==> config.mk <==
export PLATFORM = sky130hd
export DESIGN_NAME = ltgs_cfg
export DESIGN_NICKNAME = d
export VERILOG_FILES = /design/src/rtl/ltgs_pkg.sv /design/src/rtl/ltgs_cfg.sv
export SDC_FILE = /design/constraint.sdc
export NUM_CORES = 1
export LEC_CHECK = 0
export BUFFER_PORTS_ARGS = -buffer_cell sky130_fd_sc_hd__buf_4
export CORE_ASPECT_RATIO = 1.75
export CORE_MARGIN = 5
export CORE_UTILIZATION = 50
export DETAILED_ROUTE_END_ITERATION = 6
export PLACE_DENSITY = 0.85
export SLEW_MARGIN = 10
export SYNTH_ARGS = -nofsm -noshare
export SYNTH_HDL_FRONTEND = slang
export SYNTH_SLANG_ARGS = --single-unit
export TNS_END_PERCENT = 30
==> constraint.sdc <==
create_clock -name clk -period 2 [get_ports clk]
set_input_delay 0.1 -clock clk [delete_from_list [all_inputs] [get_ports clk]]
set_output_delay 0.1 -clock clk [all_outputs]
set_load 0.01 [all_outputs]
==> src/rtl/ltgs_pkg.sv <==
// shared constants, types and helper functions of the labeled-topic gibbs sampler
`timescale 1ns / 1ps

package ltgs_pkg;

    localparam int NUM_WORDS   = 1024;
    localparam int NUM_LABELS  = 16;
    localparam int NUM_DOCS    = 256;
    localparam int NUM_TOKENS  = 65536;

    localparam int WORD_W      = $clog2(NUM_WORDS);
    localparam int DOC_W       = $clog2(NUM_DOCS);
    localparam int TOK_W       = $clog2(NUM_TOKENS);
    localparam int WLC_DEPTH   = NUM_WORDS * NUM_LABELS;
    localparam int DLC_DEPTH   = NUM_DOCS * NUM_LABELS;
    localparam int WLC_AW      = $clog2(WLC_DEPTH);
    localparam int DLC_AW      = $clog2(DLC_DEPTH);
    localparam int CLR_W       = WLC_AW + 1;

    // labels come from a 16-bit mask
    localparam int SCAN_LABELS = (NUM_LABELS < 16) ? NUM_LABELS : 16;
    localparam logic [15:0] SCAN_MASK = 16'((32'd1 << SCAN_LABELS) - 1);

    localparam int CNT_W   = 16;
    localparam int TOTL_W  = 24;
    localparam int F_W     = 25;
    localparam int NUMW_W  = 33;
    localparam int VB_W    = 35;
    localparam int DEN_W   = 41;
    localparam int REM_W   = 42;
    localparam int P1_W    = 41;
    localparam int P2_W    = 49;
    localparam int W_W     = 42;
    localparam int SUM_W   = 46;
    localparam int HALF_W  = 23;
    localparam int PH_W    = 39;
    localparam int UT_W    = 62;

    localparam logic [CNT_W-1:0]  CNT_MAX  = '1;
    localparam logic [TOTL_W-1:0] TOTL_MAX = '1;

    localparam logic [1:0] REG_ALPHA = 2'd0;
    localparam logic [1:0] REG_BETA  = 2'd1;
    localparam logic [1:0] REG_VOCAB = 2'd2;

    localparam logic OP_INIT     = 1'b0;
    localparam logic OP_RESAMPLE = 1'b1;

    typedef struct packed {
        logic        operation;
        logic [15:0] token_slot;
        logic [7:0]  doc_id;
        logic [9:0]  word_id;
        logic [15:0] label_mask;
        logic [15:0] random_value;
    } in_item_t;

    typedef struct packed {
        logic [3:0]  new_label;
        logic [15:0] slot_echo;
    } out_item_t;

    typedef struct packed {
        logic [23:0] alpha_q16;
        logic [23:0] beta_q16;
        logic [10:0] vocab_size;
    } cfg_t;

    typedef struct packed {
        logic [WLC_AW-1:0] wlc_addr;
        logic              wlc_we;
        logic [CNT_W-1:0]  wlc_wdata;
        logic [DLC_AW-1:0] dlc_addr;
        logic              dlc_we;
        logic [CNT_W-1:0]  dlc_wdata;
        logic [DOC_W-1:0]  dtot_addr;
        logic              dtot_we;
        logic [CNT_W-1:0]  dtot_wdata;
        logic [TOK_W-1:0]  tok_addr;
        logic              tok_we;
        logic [3:0]        tok_wdata;
    } mem_req_t;

    typedef struct packed {
        logic [CNT_W-1:0] wlc_q;
        logic [CNT_W-1:0] dlc_q;
        logic [CNT_W-1:0] dtot_q;
        logic [3:0]       tok_q;
        logic             clear_done;
    } mem_rsp_t;

    typedef enum logic [3:0] {
        S_IDLE,
        S_PREP,
        S_OLD_ADDR,
        S_OLD_WR,
        S_W_RD,
        S_W_LOAD,
        S_W_DIV,
        S_W_MUL,
        S_W_ACC,
        S_UT,
        S_UT2,
        S_SEL,
        S_INC_RD,
        S_INC_WR,
        S_DONE
    } state_t;

    // lowest set bit: {found, index}
    function automatic logic [4:0] first_set(input logic [15:0] m);
        logic [4:0] r;
        r = 5'd0;
        for (int i = 15; i >= 0; i--) begin
            if (m[i]) r = {1'b1, 4'(i)};
        end
        return r;
    endfunction

    // lowest set bit strictly above lab: {found, index}
    function automatic logic [4:0] next_set(input logic [15:0] m, input logic [3:0] lab);
        logic [4:0] r;
        r = 5'd0;
        for (int i = 15; i >= 0; i--) begin
            if (m[i] && (4'(i) > lab)) r = {1'b1, 4'(i)};
        end
        return r;
    endfunction

endpackage

==> src/rtl/ltgs_cfg.sv <==
// apb register file holding the smoothing priors and vocabulary size
`timescale 1ns / 1ps

module ltgs_cfg
(
    input  logic                clk,
    input  logic                rst_n,
    input  logic                psel,
    input  logic                penable,
    input  logic                pwrite,
    input  logic [3:0]          paddr,
    input  logic [31:0]         pwdata,
    output logic [31:0]         prdata,
    output logic                pready,
    output ltgs_pkg::cfg_t      cfg
);

    ltgs_pkg::cfg_t cfg_reg;
    logic [1:0]     idx;
    logic           wr;

    assign idx    = paddr[3:2];
    assign wr     = psel && penable && pwrite;
    assign pready = 1'b1;
    assign cfg    = cfg_reg;

    always_ff @(posedge clk or negedge rst_n)
    begin
        if (!rst_n)
        begin
            cfg_reg.alpha_q16  <= 24'd32768;
            cfg_reg.beta_q16   <= 24'd655;
            cfg_reg.vocab_size <= 11'd1024;
        end
        else if (wr)
        begin
            if (idx == ltgs_pkg::REG_ALPHA) cfg_reg.alpha_q16  <= pwdata[23:0];
            if (idx == ltgs_pkg::REG_BETA)  cfg_reg.beta_q16   <= pwdata[23:0];
            if (idx == ltgs_pkg::REG_VOCAB) cfg_reg.vocab_size <= pwdata[10:0];
        end
    end

    always_comb
    begin
        unique case (idx)
            ltgs_pkg::REG_ALPHA: prdata = {8'd0, cfg_reg.alpha_q16};
            ltgs_pkg::REG_BETA:  prdata = {8'd0, cfg_reg.beta_q16};
            ltgs_pkg::REG_VOCAB: prdata = {21'd0, cfg_reg.vocab_size};
            default:             prdata = 32'd0;
        endcase
    end

endmodule

After elaboration in Yosys (flattened, before gate mapping)
Index checks and enable logic that the tools add are counted.

Input bits: 41. Memories kept: 0. Word-level logic and storage cells: 12. Memory bits (writable): 0. Register bits after elaboration: 59. Output and inout port bits: 92. ROM bits: 0. Latch bits: 0.

Reduce and logical (&&, ||, !) cells: 6. Bitwise operators: 0. Equal/unequal tests: 2. Div/mod/pow operators: 0. $mul: 0. Add/subtract/negate cells: 0. Shift-type cells: 0. $lt $le $gt $ge: 0. Muxes and demuxes: 1.

Operators with widths (count): 24-bit case mux with 3 select lines (1); 2-bit AND reduction (3); 2-bit by 1-bit equality test with 1-bit output, second input constant (1); 2-bit equality test, second input constant (1); 1-bit logical AND (2); 2-bit zero test (1).

Logic depth before layout (Yosys ltp)
Depth after elaboration: 3. Depth in mapped cells: 5. Gate-level depth less buffers: 3.

Worst setup path after synthesis
No wires, ideal clock.

Path type: input-to-reg. From: input port paddr[3]. To: register cfg_reg (netlist bit cfg[35]). Setup slack: 697 ps. Library setup time: 125 ps. Required time: 1875 ps. Arrival: 1178 ps. Buffers on the path: 2. Stages on the path: 4. Path through: buf_2 nor3_2 buf_2 mux2_2.

Cells in the longest elaborated chain, start to end: 2.

RTL lines: start: declaration (line ltgs_cfg.sv:11) `input logic [3:0] paddr,`; 2-bit zero test (line ltgs_cfg.sv:37) `if (idx == ltgs_pkg::REG_ALPHA) cfg_reg.alpha_q16 <= pwdata[23:0];`; 2-bit AND reduction (no line); end: declaration (line ltgs_cfg.sv:18) `ltgs_pkg::cfg_t cfg_reg;`.

Every way passes these cells. A chain may end at the register's enable or synchronous reset.

Final worst setup path
From: input port paddr[3]. To: output port prdata[0].

Cells in the longest elaborated chain, start to end: 2. Elaborated cells between the ends (all ways): 4. Classes of those cells: eq/ne: 2; mux: 1; reduce/logical: 1.

RTL lines: 2-bit equality test (tied with other cells) (line ltgs_cfg.sv:45) `unique case (idx)`; 24-bit case mux with 3 select lines (*) (line ltgs_cfg.sv:45); end: declaration (line ltgs_cfg.sv:13) `output logic [31:0] prdata,`.

Every way passes the cells marked *; elsewhere a longest branch is shown, timed or not.

==> results.txt <==
Pwr dens: 1040 mW/mm^2
Clock root buffer: clkbuf_8
Fraction of layout cells with a size suffix above 1: 61.3%
ANT nets after route: 0
Post-synth top area share: 45.5%
Bufs on Longest Clock Path: 2
Commonest non-fill, non-tap cell in the layout: buf_4
Fmax achieved: 647 MHz
Crit-path max FO: 15
Critical Path Stages: 5
Clock sink count: 59
Fin crit share: 77.2%
Routed wire length: 7220 um
CTS tree: built
Slowest-stage cell, CP: nor2b_1
RSZ-0062 raised after global routing: false
Final #Nets: 368
Max Cap Violations: 0
Post-synthesis register bit count: 59
Total global-route track usage: 20.6%
DR iter-0 viols: 45
CP Cell Sequence: buf_4 > nor2b_1 > nand2_1 > o21ai_0 > buf_4
LEAKAGE: 2.00 nW
First-pass GRT wire length: 11100 um
Post-Layout Cell Count: 407
Power Total: 0.00406 W
Synth top area cells: dfrtp_1 46%, mux2_2 16%, mux2_4 11%, mux2i_1 8.6%, dfstp_2 7.5%
DIE AREA: 0.00726 mm^2
Placement row count: 36
Largest net degree at the start of global routing: 60
Drt via density: 5.07
Crit-path max cell delay: 0.75 ns
Initial antenna violation count: 0
Reg clk slew, reported paths: 0.07 ns
Clock Latency Late Sink: 0.32 ns
Post-CTS Repair Setup Buffers: 0
WS Path Type: input port to primary output
Vias in the first global route: 2216
Vias: 2064
Register area share after synthesis: 53.0%
Core ar.: 0.00550 mm^2
Max Slew Vio Count: 0
Minimum clock period: 1.54 ns
Worst Tran Pin Value: 0.904 ns
Startpoint Class: input port
Hold Crit Class: input port to register
IO Port Bufs: 113
DP HPWL: 5180 um
First drt pass iteration count: 4
TritonCTS buffer count: 9
Io pins: 133
CP top delay family: simple AND/OR/NAND/NOR gates
Max reg flops: 59
Buf/Inv on CP: 2
Wire per inst: 17.7 um
Initial core utilization: 51.0%
Hold Worst Slack: 0.0153 ns
Area grow syn2layout: 39.8%
Hold Fails Final Rpt: 0
Remaining DRCs: 0
Mapped Area: 0.00280 mm^2
R2R depth: 1
Crit. End Element: primary output
Most frequent cells in the layout: 120 x buf_4, 51 x dfrtp_1, 39 x mux2_2
Diode count: 0
Synth cell types: 18
Remaining global-route overflow: 0
Setup-failing EPs final: 0
Syn_area_per_cell: 13.6 um^2
GPL Wtd Cong: 0.789
Crit-path most repeated cell: buf_4
Die width: 66.6 um
Status: finished clean
TNS Setup: 0 ns
WHS Path Cells: 2
CP Data Arrival Time: 1.44 ns
Mapped Cells: 206
Post-Route Skew: 0 ns
H-tree Lvls: 3
Critical Path RT: 1.90 ns
Slew headroom: 39.6%
Synth warn: 0
Die extent in y: 109 um
Biggest area consumer among synthesized cells: dfrtp_1
Cell Count Post-Placement: 387
VDD IR max: 0.566 mV
[layer usage]
layer  track usage, %  vias up  wire length [um]  share of wire (%)
li1                 -      936                 -                  -
met2             39.8       79              4150                 58
met5                0        -                 0                  0
met4             9.59        0               189                2.6
met1             20.2     1034              2510                 35
met3             4.02       15               362                5.0
[Yosys cell counts (all sizes together)]
library cell	count
buf	19
clkbuf	3
conb	2
dfrtp	51
dfstp	8
mux2	59
mux2i	24
nand2	11
nand3	1
nor2	13
nor2b	1
nor3	1
nor3b	1
o21ai	11
or3b	1
[cells by family (layout without fill, tap and decap cells)]
| family | count (synthesis) | count (layout) | synth area share, % |
|---|---|---|---|
| AOI/OAI and AO/OA | 11 | 11 | 1.96 |
| buffers and inverters | 22 | 140 | 5.27 |
| DFF | 59 | 59 | 53.0 |
| muxes | 83 | 83 | 34.9 |
| other | 2 | 9 | 0.268 |
| and+or+nand+nor | 29 | 29 | 4.55 |
[power by group]
part           internal (W)  switching, W
clock network      0.000540      0.000427
logic              0.000804      0.000545
registers           0.00150      0.000241
total               0.00285       0.00121
[worst paths after layout]
| path | to | startpoint | slack, ns |
|---|---|---|---|
| max in group asynchronous | cfg[49]$_DFFE_PN0P_ | rst_n | 1.14 |
| worst min register to register | cfg[53]$_DFFE_PN0P_ | cfg[53]$_DFFE_PN0P_ | 0.54 |
| worst max register to register | cfg[1]$_DFFE_PN0P_ | cfg[1]$_DFFE_PN0P_ | 1.20 |
| min in group asynchronous | cfg[34]$_DFFE_PN0P_ | rst_n | 0.38 |
| worst min-delay path | cfg[22]$_DFFE_PN0P_ | pwdata[11] | 0.02 |
| worst max-delay path | prdata[0] | paddr[3] | 0.46 |
[per-stage QoR]
stage / worst slack [ns] / cell area, um^2 / util [%]
after global routing: 0.299 / 3920 / 71.3
final: 0.456 / 3920 / 71.3
after floorplan: 0.697 / 2830 / -
after detailed placement: 0.414 / 3690 / 67.1
after CTS: 0.409 / 3920 / 71.3
after global placement: 0.430 / 3690 / 67.1
[cell type report]
class	instances	area, um^2
timing repair buffer	125	951
clock inverter	2	10.0
multi-input combinational	132	1210
tap	76	95.1
sequential	59	1490
fill	428	1580
clock buffer	13	169
[what timing repair did]
item,CTS,global route
endpoints found under the hold margin,55,0
resized for setup,0,0
setup endpoints to repair,0,0
hold buffers,5,0
Note: power is estimated with default switching activity, not from simulation.
