==> config.mk <==
export PLATFORM = sky130hd
export DESIGN_NAME = ltgs_div
export DESIGN_NICKNAME = d
export VERILOG_FILES = /design/src/rtl/ltgs_pkg.sv /design/src/rtl/ltgs_div.sv
export SDC_FILE = /design/constraint.sdc
export NUM_CORES = 1
export LEC_CHECK = 0
export BUFFER_PORTS_ARGS = -buffer_cell sky130_fd_sc_hd__buf_2
export CAP_MARGIN = 20
export CORE_MARGIN = 1.5
export CORE_UTILIZATION = 55
export CTS_CLUSTER_SIZE = 28
export DETAILED_ROUTE_END_ITERATION = 8
export MAX_ROUTING_LAYER = met4
export PLACE_DENSITY_LB_ADDON = 0.2
export SLEW_MARGIN = 20
export SYNTH_ARGS = -nofsm -noshare
export SYNTH_HDL_FRONTEND = slang
export SYNTH_SLANG_ARGS = --single-unit
==> constraint.sdc <==
create_clock -name clk -period 4.2 [get_ports clk]
set_input_delay 0.42 -clock clk [delete_from_list [all_inputs] [get_ports clk]]
set_output_delay 0.42 -clock clk [all_outputs]
set_load 0.1 [all_outputs]
==> src/rtl/ltgs_pkg.sv <==
// shared constants, types and helper functions of the labeled-topic gibbs sampler
`timescale 1ns / 1ps

package ltgs_pkg;

    localparam int NUM_WORDS   = 1024;
    localparam int NUM_LABELS  = 16;
    localparam int NUM_DOCS    = 256;
    localparam int NUM_TOKENS  = 65536;

    localparam int WORD_W      = $clog2(NUM_WORDS);
    localparam int DOC_W       = $clog2(NUM_DOCS);
    localparam int TOK_W       = $clog2(NUM_TOKENS);
    localparam int WLC_DEPTH   = NUM_WORDS * NUM_LABELS;
    localparam int DLC_DEPTH   = NUM_DOCS * NUM_LABELS;
    localparam int WLC_AW      = $clog2(WLC_DEPTH);
    localparam int DLC_AW      = $clog2(DLC_DEPTH);
    localparam int CLR_W       = WLC_AW + 1;

    // labels come from a 16-bit mask
    localparam int SCAN_LABELS = (NUM_LABELS < 16) ? NUM_LABELS : 16;
    localparam logic [15:0] SCAN_MASK = 16'((32'd1 << SCAN_LABELS) - 1);

    localparam int CNT_W   = 16;
    localparam int TOTL_W  = 24;
    localparam int F_W     = 25;
    localparam int NUMW_W  = 33;
    localparam int VB_W    = 35;
    localparam int DEN_W   = 41;
    localparam int REM_W   = 42;
    localparam int P1_W    = 41;
    localparam int P2_W    = 49;
    localparam int W_W     = 42;
    localparam int SUM_W   = 46;
    localparam int HALF_W  = 23;
    localparam int PH_W    = 39;
    localparam int UT_W    = 62;

    localparam logic [CNT_W-1:0]  CNT_MAX  = '1;
    localparam logic [TOTL_W-1:0] TOTL_MAX = '1;

    localparam logic [1:0] REG_ALPHA = 2'd0;
    localparam logic [1:0] REG_BETA  = 2'd1;
    localparam logic [1:0] REG_VOCAB = 2'd2;

    localparam logic OP_INIT     = 1'b0;
    localparam logic OP_RESAMPLE = 1'b1;

    typedef struct packed {
        logic        operation;
        logic [15:0] token_slot;
        logic [7:0]  doc_id;
        logic [9:0]  word_id;
        logic [15:0] label_mask;
        logic [15:0] random_value;
    } in_item_t;

    typedef struct packed {
        logic [3:0]  new_label;
        logic [15:0] slot_echo;
    } out_item_t;

    typedef struct packed {
        logic [23:0] alpha_q16;
        logic [23:0] beta_q16;
        logic [10:0] vocab_size;
    } cfg_t;

    typedef struct packed {
        logic [WLC_AW-1:0] wlc_addr;
        logic              wlc_we;
        logic [CNT_W-1:0]  wlc_wdata;
        logic [DLC_AW-1:0] dlc_addr;
        logic              dlc_we;
        logic [CNT_W-1:0]  dlc_wdata;
        logic [DOC_W-1:0]  dtot_addr;
        logic              dtot_we;
        logic [CNT_W-1:0]  dtot_wdata;
        logic [TOK_W-1:0]  tok_addr;
        logic              tok_we;
        logic [3:0]        tok_wdata;
    } mem_req_t;

    typedef struct packed {
        logic [CNT_W-1:0] wlc_q;
        logic [CNT_W-1:0] dlc_q;
        logic [CNT_W-1:0] dtot_q;
        logic [3:0]       tok_q;
        logic             clear_done;
    } mem_rsp_t;

    typedef enum logic [3:0] {
        S_IDLE,
        S_PREP,
        S_OLD_ADDR,
        S_OLD_WR,
        S_W_RD,
        S_W_LOAD,
        S_W_DIV,
        S_W_MUL,
        S_W_ACC,
        S_UT,
        S_UT2,
        S_SEL,
        S_INC_RD,
        S_INC_WR,
        S_DONE
    } state_t;

    // lowest set bit: {found, index}
    function automatic logic [4:0] first_set(input logic [15:0] m);
        logic [4:0] r;
        r = 5'd0;
        for (int i = 15; i >= 0; i--) begin
            if (m[i]) r = {1'b1, 4'(i)};
        end
        return r;
    endfunction

    // lowest set bit strictly above lab: {found, index}
    function automatic logic [4:0] next_set(input logic [15:0] m, input logic [3:0] lab);
        logic [4:0] r;
        r = 5'd0;
        for (int i = 15; i >= 0; i--) begin
            if (m[i] && (4'(i) > lab)) r = {1'b1, 4'(i)};
        end
        return r;
    endfunction

endpackage

==> src/rtl/ltgs_div.sv <==
// restoring divider for the word factor, one quotient bit a cycle, saturating
`timescale 1ns / 1ps

module ltgs_div
(
    input  logic                               clk,
    input  logic                               rst_n,
    input  logic                               start,
    input  logic [ltgs_pkg::NUMW_W-1:0]        numw,
    input  logic [ltgs_pkg::DEN_W-1:0]         den,
    output logic [ltgs_pkg::F_W-1:0]           quot,
    output logic                               done
);

    logic [ltgs_pkg::REM_W-1:0] rem_reg;
    logic [ltgs_pkg::DEN_W-1:0] den_reg;
    logic [ltgs_pkg::F_W-1:0]   q_reg;
    logic [4:0]                 cnt_reg;
    logic                       busy_reg;
    logic                       first_reg;
    logic                       done_reg;
    logic [ltgs_pkg::REM_W:0]   trial;
    logic                       fit;
    logic                       sat;

    // quotient overflows 25 bits once numw reaches twice the denominator
    assign sat = (den == '0) ||
                 ({{(ltgs_pkg::REM_W-ltgs_pkg::NUMW_W){1'b0}}, numw} >= {den, 1'b0});

    always_comb
    begin
        trial = first_reg ? {1'b0, rem_reg} : {rem_reg, 1'b0};
        fit   = trial >= {2'b00, den_reg};
    end

    always_ff @(posedge clk or negedge rst_n)
    begin
        if (!rst_n)
        begin
            busy_reg <= 1'b0;
            done_reg <= 1'b0;
        end
        else if (start)
        begin
            busy_reg <= !sat;
            done_reg <= sat;
        end
        else if (busy_reg)
        begin
            busy_reg <= (cnt_reg != 5'd0);
            done_reg <= (cnt_reg == 5'd0);
        end
        else
        begin
            done_reg <= 1'b0;
        end
    end

    always_ff @(posedge clk)
    begin
        if (start)
        begin
            den_reg   <= den;
            rem_reg   <= ltgs_pkg::REM_W'(numw);
            q_reg     <= sat ? '1 : '0;
            cnt_reg   <= 5'(ltgs_pkg::F_W - 1);
            first_reg <= 1'b1;
        end
        else if (busy_reg)
        begin
            rem_reg   <= fit ? ltgs_pkg::REM_W'(trial - {2'b00, den_reg})
                             : ltgs_pkg::REM_W'(trial);
            q_reg     <= {q_reg[ltgs_pkg::F_W-2:0], fit};
            cnt_reg   <= cnt_reg - 5'd1;
            first_reg <= 1'b0;
        end
    end

    assign quot = q_reg;
    assign done = done_reg;

endmodule

Word-level counts from Yosys, hierarchy flattened. Cells that the tools add are included.

Bits in registers: 116. Input port bits: 77. Output and inout port bits: 26. Word-level logic and storage cells: 29.

Add/subtract/negate cells: 2. $lt $le $gt $ge: 2. Muxes and demuxes: 11. Reductions and logical operators: 6.

Operator list (number): two-way mux 25 bit (3); two-way mux 33 bit (2); greater-or-equal comparator 43 x 41 -> 1 bit (1); two-way mux 43 bit (1); greater-or-equal comparator 33 x 42 -> 1 bit (1); two-way mux 42 bit (1); subtractor 42 x 41 -> 42 bit (1); zero test 41 bit (1); zero test 5 bit (1); nonzero test 5 bit (1); subtractor 5 x 1 -> 5 bit (second input constant) (1); two-way mux 1 bit (4); nonzero test 2 bit (1); zero test 1 bit (1); logical OR 1 bit (1).

Logic depth before layout (Yosys ltp).
Depth after elaboration: 5. Depth in mapped cells: 17. Depth with buffers taken out: 14.

Worst setup path after synthesis. No wires, ideal clock.

Path kind: reg-to-reg. Start point: reg first_reg. End point: reg rem_reg[30] (netlist bit) (data pin). Setup time: 270 ps. Data arrival time: 3511 ps. Data required time: 3930 ps. Path slack: 419 ps. Cell stages (with the launch flop): 15. Buffers on the path: 2. Clock period less this slack: 3781 ps. Path through: dfxtp_1 > clkbuf_1 > buf_1 > mux2_2 > ha_1 > a211o_1 > a211oi_2 > a211oi_1 > a211o_2 > o41ai_4 > o21a_1 > xor2_1 > nor2_1 > a21oi_1 > a21oi_1.

Word-level cells in the longest chain between the ends: 5. Elaborated cells on any way between the ends: 6. Classes of those cells: add/sub: 1; order compare: 1; mux: 4.

RTL lines: start, declared (RTL line ltgs_div.sv:20) `logic first_reg;`; start signal, assigned (RTL line ltgs_div.sv:67) `first_reg <= 1'b1;`; start signal, assigned (RTL line ltgs_div.sv:75) `first_reg <= 1'b0;`; two-way mux 43 bit (*) (RTL line ltgs_div.sv:32) `trial = first_reg ? {1'b0, rem_reg} : {rem_reg, 1'b0};`; subtractor 42 x 41 -> 42 bit or greater-or-equal comparator 43 x 41 -> 1 bit (tied branches) (RTL line ltgs_div.sv:71, ltgs_div.sv:33); two-way mux 42 bit (*) (RTL line ltgs_div.sv:71) `rem_reg <= fit ? ltgs_pkg::REM_W'(trial - {2'b00, den_reg})`; two-way mux 33 bit (*) (RTL line ltgs_div.sv:69) `else if (busy_reg)`; two-way mux 33 bit (*) (RTL line ltgs_div.sv:61) `if (start)`; end signal, assigned (RTL line ltgs_div.sv:64) `rem_reg <= ltgs_pkg::REM_W'(numw);`; end signal, assigned (RTL line ltgs_div.sv:71); end, declared (RTL line ltgs_div.sv:15) `logic [ltgs_pkg::REM_W-1:0] rem_reg;`.

Every way passes the cells marked *; elsewhere a longest branch is shown, timed or not. The select of a mux whose other input is x is not followed. A chain may end at the register's enable or synchronous reset.

Worst setup path in the final report.
Start point: reg first_reg. End point: reg rem_reg[28] (netlist bit) (data pin).

Same word-level chain as after synthesis.

==> results.toml <==
[outcome]
status = "completed"

[yosys]
yosysWarnings = 0
ys.flop_type = "edfxtp_1"
ys_ff_latch = 116
synth.top_cell.area_share = 0.350
synth_fp_nets = 1049
synth_top_family_by_area = "compound AO/OA/AOI/OAI gates"
synth_compound_area_frac = 0.200
syn_area_um2 = 8490
synth_seq_area_share = 0.392
synth-async-reset-ratio = 0.0172
yosysUniqueCellTypes = 68
synth_cells = 897
synth-edff-count = 99
synth-xor-area-share = 0.0403
synthMuxAreaShare = 0.0627
synthTopCellsByArea = "edfxtp_1 35%, ha_1 11%, mux2_2 5.4%, inv_1 5.4%, a21oi_1 4.5%"
syn_area_per_cell_um2 = 9.46
synthSimpleGateAreaFrac = 0.115
yosysTopAreaCell = "edfxtp_1"
yosys.area_share.adder = 0.111

[timing]
min_period_ns = 3.84
min_period_over_period = 0.914
max_freq_mhz = 260
rsz0062_at_grt = "false"
holdWs_ns = 0.180
slew_headroom = 0.473
setup_tns_ns = 0
setup_viol = 0
max_slew.worst_pin.slew_ns = 0.790
fin_skew_ns = 0.0103
slew_viol_final = 0
hold_viol = 0
fin_ws_ns = 0.360

[global_route]
antenna_found_initial = 0
grt_usage = 0.267
overflow = 0
grt_pass1_wl_mm = 33.0
grt_max_degree = 67
grt_pass1_vias = 6705

[route]
drt_first_pass_iters = 5
drt-wirelength-per-cell_um = 16.8
vias_per_cell = 5.79
vias = 6917
wl_mm = 20.0
drt-initial-drc-count = 542
ant_nets = 0
drc_errors = 0

[min_path]
hp-class = "in2reg"
hold_start = "den[38]"

[cts]
insertion_delay_ns = 0.43
root_buffer = "clkbuf_16"
cts_tree = "done"
clockBufferDepth = 2
clkTransAtPathRegs_ns = 0.06
cts_buffers = 17
cts.sinks = 116
htree_levels = 4

[worst_setup_path]
path_class = "reg2reg"
crit_top_cell = "nand2_1"
worst_setup_path_end_kind = "register"
cp-start-kind = "register"
cp_max_fo = 36
cpPeakStageDelay_ns = 0.47
cpMaxStageDelayCell = "dfxtp_2"
worstReg2RegStart = "first_reg"
arrival_ns = 3.99
cp-startpoint = "first_reg"
required_ns = 4.35
path_delay_family = "compound AO/OA/AOI/OAI gates"
cp.buffers_inverters = 3
crit_chain = "buf_4, mux2_2, ha_1, a21oi_2, nand2_1, a211oi_1, nand3_2, o2111ai_1, nand2_1, a21boi_4, buf_12, clkinv_4, mux2i_1, a21oi_1"

[floorplan]
io_pins = 103
dieWidth_um = 127
floorplan.initialDensity = 0.560
dieArea_um2 = 16200
row_count = 45
die_h_um = 127
core_area_um2 = 15100

[power]
clkPwrFrac = 0.224
p_switching_w = 0.00256
switching_share = 0.405
max-vdd-ir-drop_mv = 0.447
power.internal_w = 0.00376
pwr-share-seq = 0.266
cellPowerDensity_nw_per_um2 = 649
power.leakage_nw = 4.51
comb_power_share = 0.511

[place]
gp_congestion = 0.926
port_buffers = 102
dp_hpwl_mm = 14.9
place_ws_ns = 0.419

[finish]
num_antenna_cells = 0
final_cell_mix = "121 x inv_1, 101 x buf_2, 99 x edfxtp_1"
area_growth_syn_to_layout_pct = 14.8
finish.net_count = 1145
drive_gt1_frac = 0.206
final_common_cell = "inv_1"
largest_reg_flops = 42

[flow_run]
max-cap-violations = 0
cells in the mapped netlist, drive strengths merged (3+ instances only):
master and number:
a211o 4, nand2 44, o211a 4, mux2 41, o31ai 4, buf 16, nand3 10, clkbuf 18
a21oi 77, a21boi 4, and2 3, xnor2 25, nor3 10, o211ai 11, nor2 60, inv 122
nor2b 5, nor4 13, xor2 14, and4 3, o21a 13, nand4 22, o21ai 64, or2 4
ha 74, nand2b 7, a31oi 8, dfxtp 15, a211oi 23, edfxtp 99, mux2i 7, and3 8
o21bai 6, a21o 35
final timing paths:
kind | slack, ns | end | cells after the start
max | 0.36 | rem_reg[28] | 14
min | 0.18 | den_reg[38] | 1
max reg2reg | 0.36 | rem_reg[28] | 14
min reg2reg | 0.50 | rem_reg[34] | 2
max in group asynchronous | 3.79 | busy_reg | 2
min in group asynchronous | 0.32 | done | 2
power by group through the flow:
stage               combinational [W]  clock (W)  sequential (W)
finish                        0.00323    0.00141         0.00168
global route                  0.00358    0.00148         0.00171
CTS                           0.00320    0.00142         0.00168
detailed placement            0.00318          0         0.00170
global placement              0.00316          0         0.00169
floorplan                     0.00250          0         0.00173
final cells by class:
class	instances	area, um^2
fill	1283	5410
multi-input combinational	622	4510
sequential	116	3320
timing repair buffer	113	636
inverter	123	467
clock buffer	17	425
tap	188	235
clock inverter	15	145
worst register-to-register path, delay by kind of cell, from the launching register on:
kind | cells | cell delay [ns]
buffers and inverters | 3 | 0.64
adders and majority gates | 1 | 0.36
DFF | 1 | 0.47
and+or+nand+nor | 3 | 0.46
muxes | 2 | 0.54
AOI/OAI and AO/OA | 5 | 1.09
routing by layer:
metal | vias to the layer above | share of wire | track usage
li1 | 3446 | - | -
met1 | 3254 | 0.48 | 0.364
met2 | 188 | 0.45 | 0.406
met3 | 29 | 0.048 | 0.0490
met4 | 0 | 0.021 | 0.0882
met5 | - | 0 | -
cells by family after synthesis:
| logic type | count (synthesis) |
|---|---|
| fa+ha+maj | 75 |
| simple gates | 196 |
| flops | 116 |
| mux | 48 |
| buf+inv | 159 |
| compound gates | 264 |
| xor+xnor | 39 |
timing repair:
action	in CTS	in global routing
hold buffers	1	0
endpoints found under the hold margin	2	0
setup buffers	0	0
setup endpoints to repair	0	0
gates resized for setup	0	0
stage by stage:
stage / cells / util / instance area, um^2 / total power [W]
floorplan: 897 / - / 8490 / 0.00423
global placement: 1161 / 0.605 / 9160 / 0.00485
detailed placement: 1161 / 0.605 / 9160 / 0.00488
CTS: 1194 / 0.643 / 9740 / 0.00630
global route: 1194 / 0.643 / 9740 / 0.00676
finish: 1194 / 0.643 / 9740 / 0.00632
(Power assumes the default switching activity.)
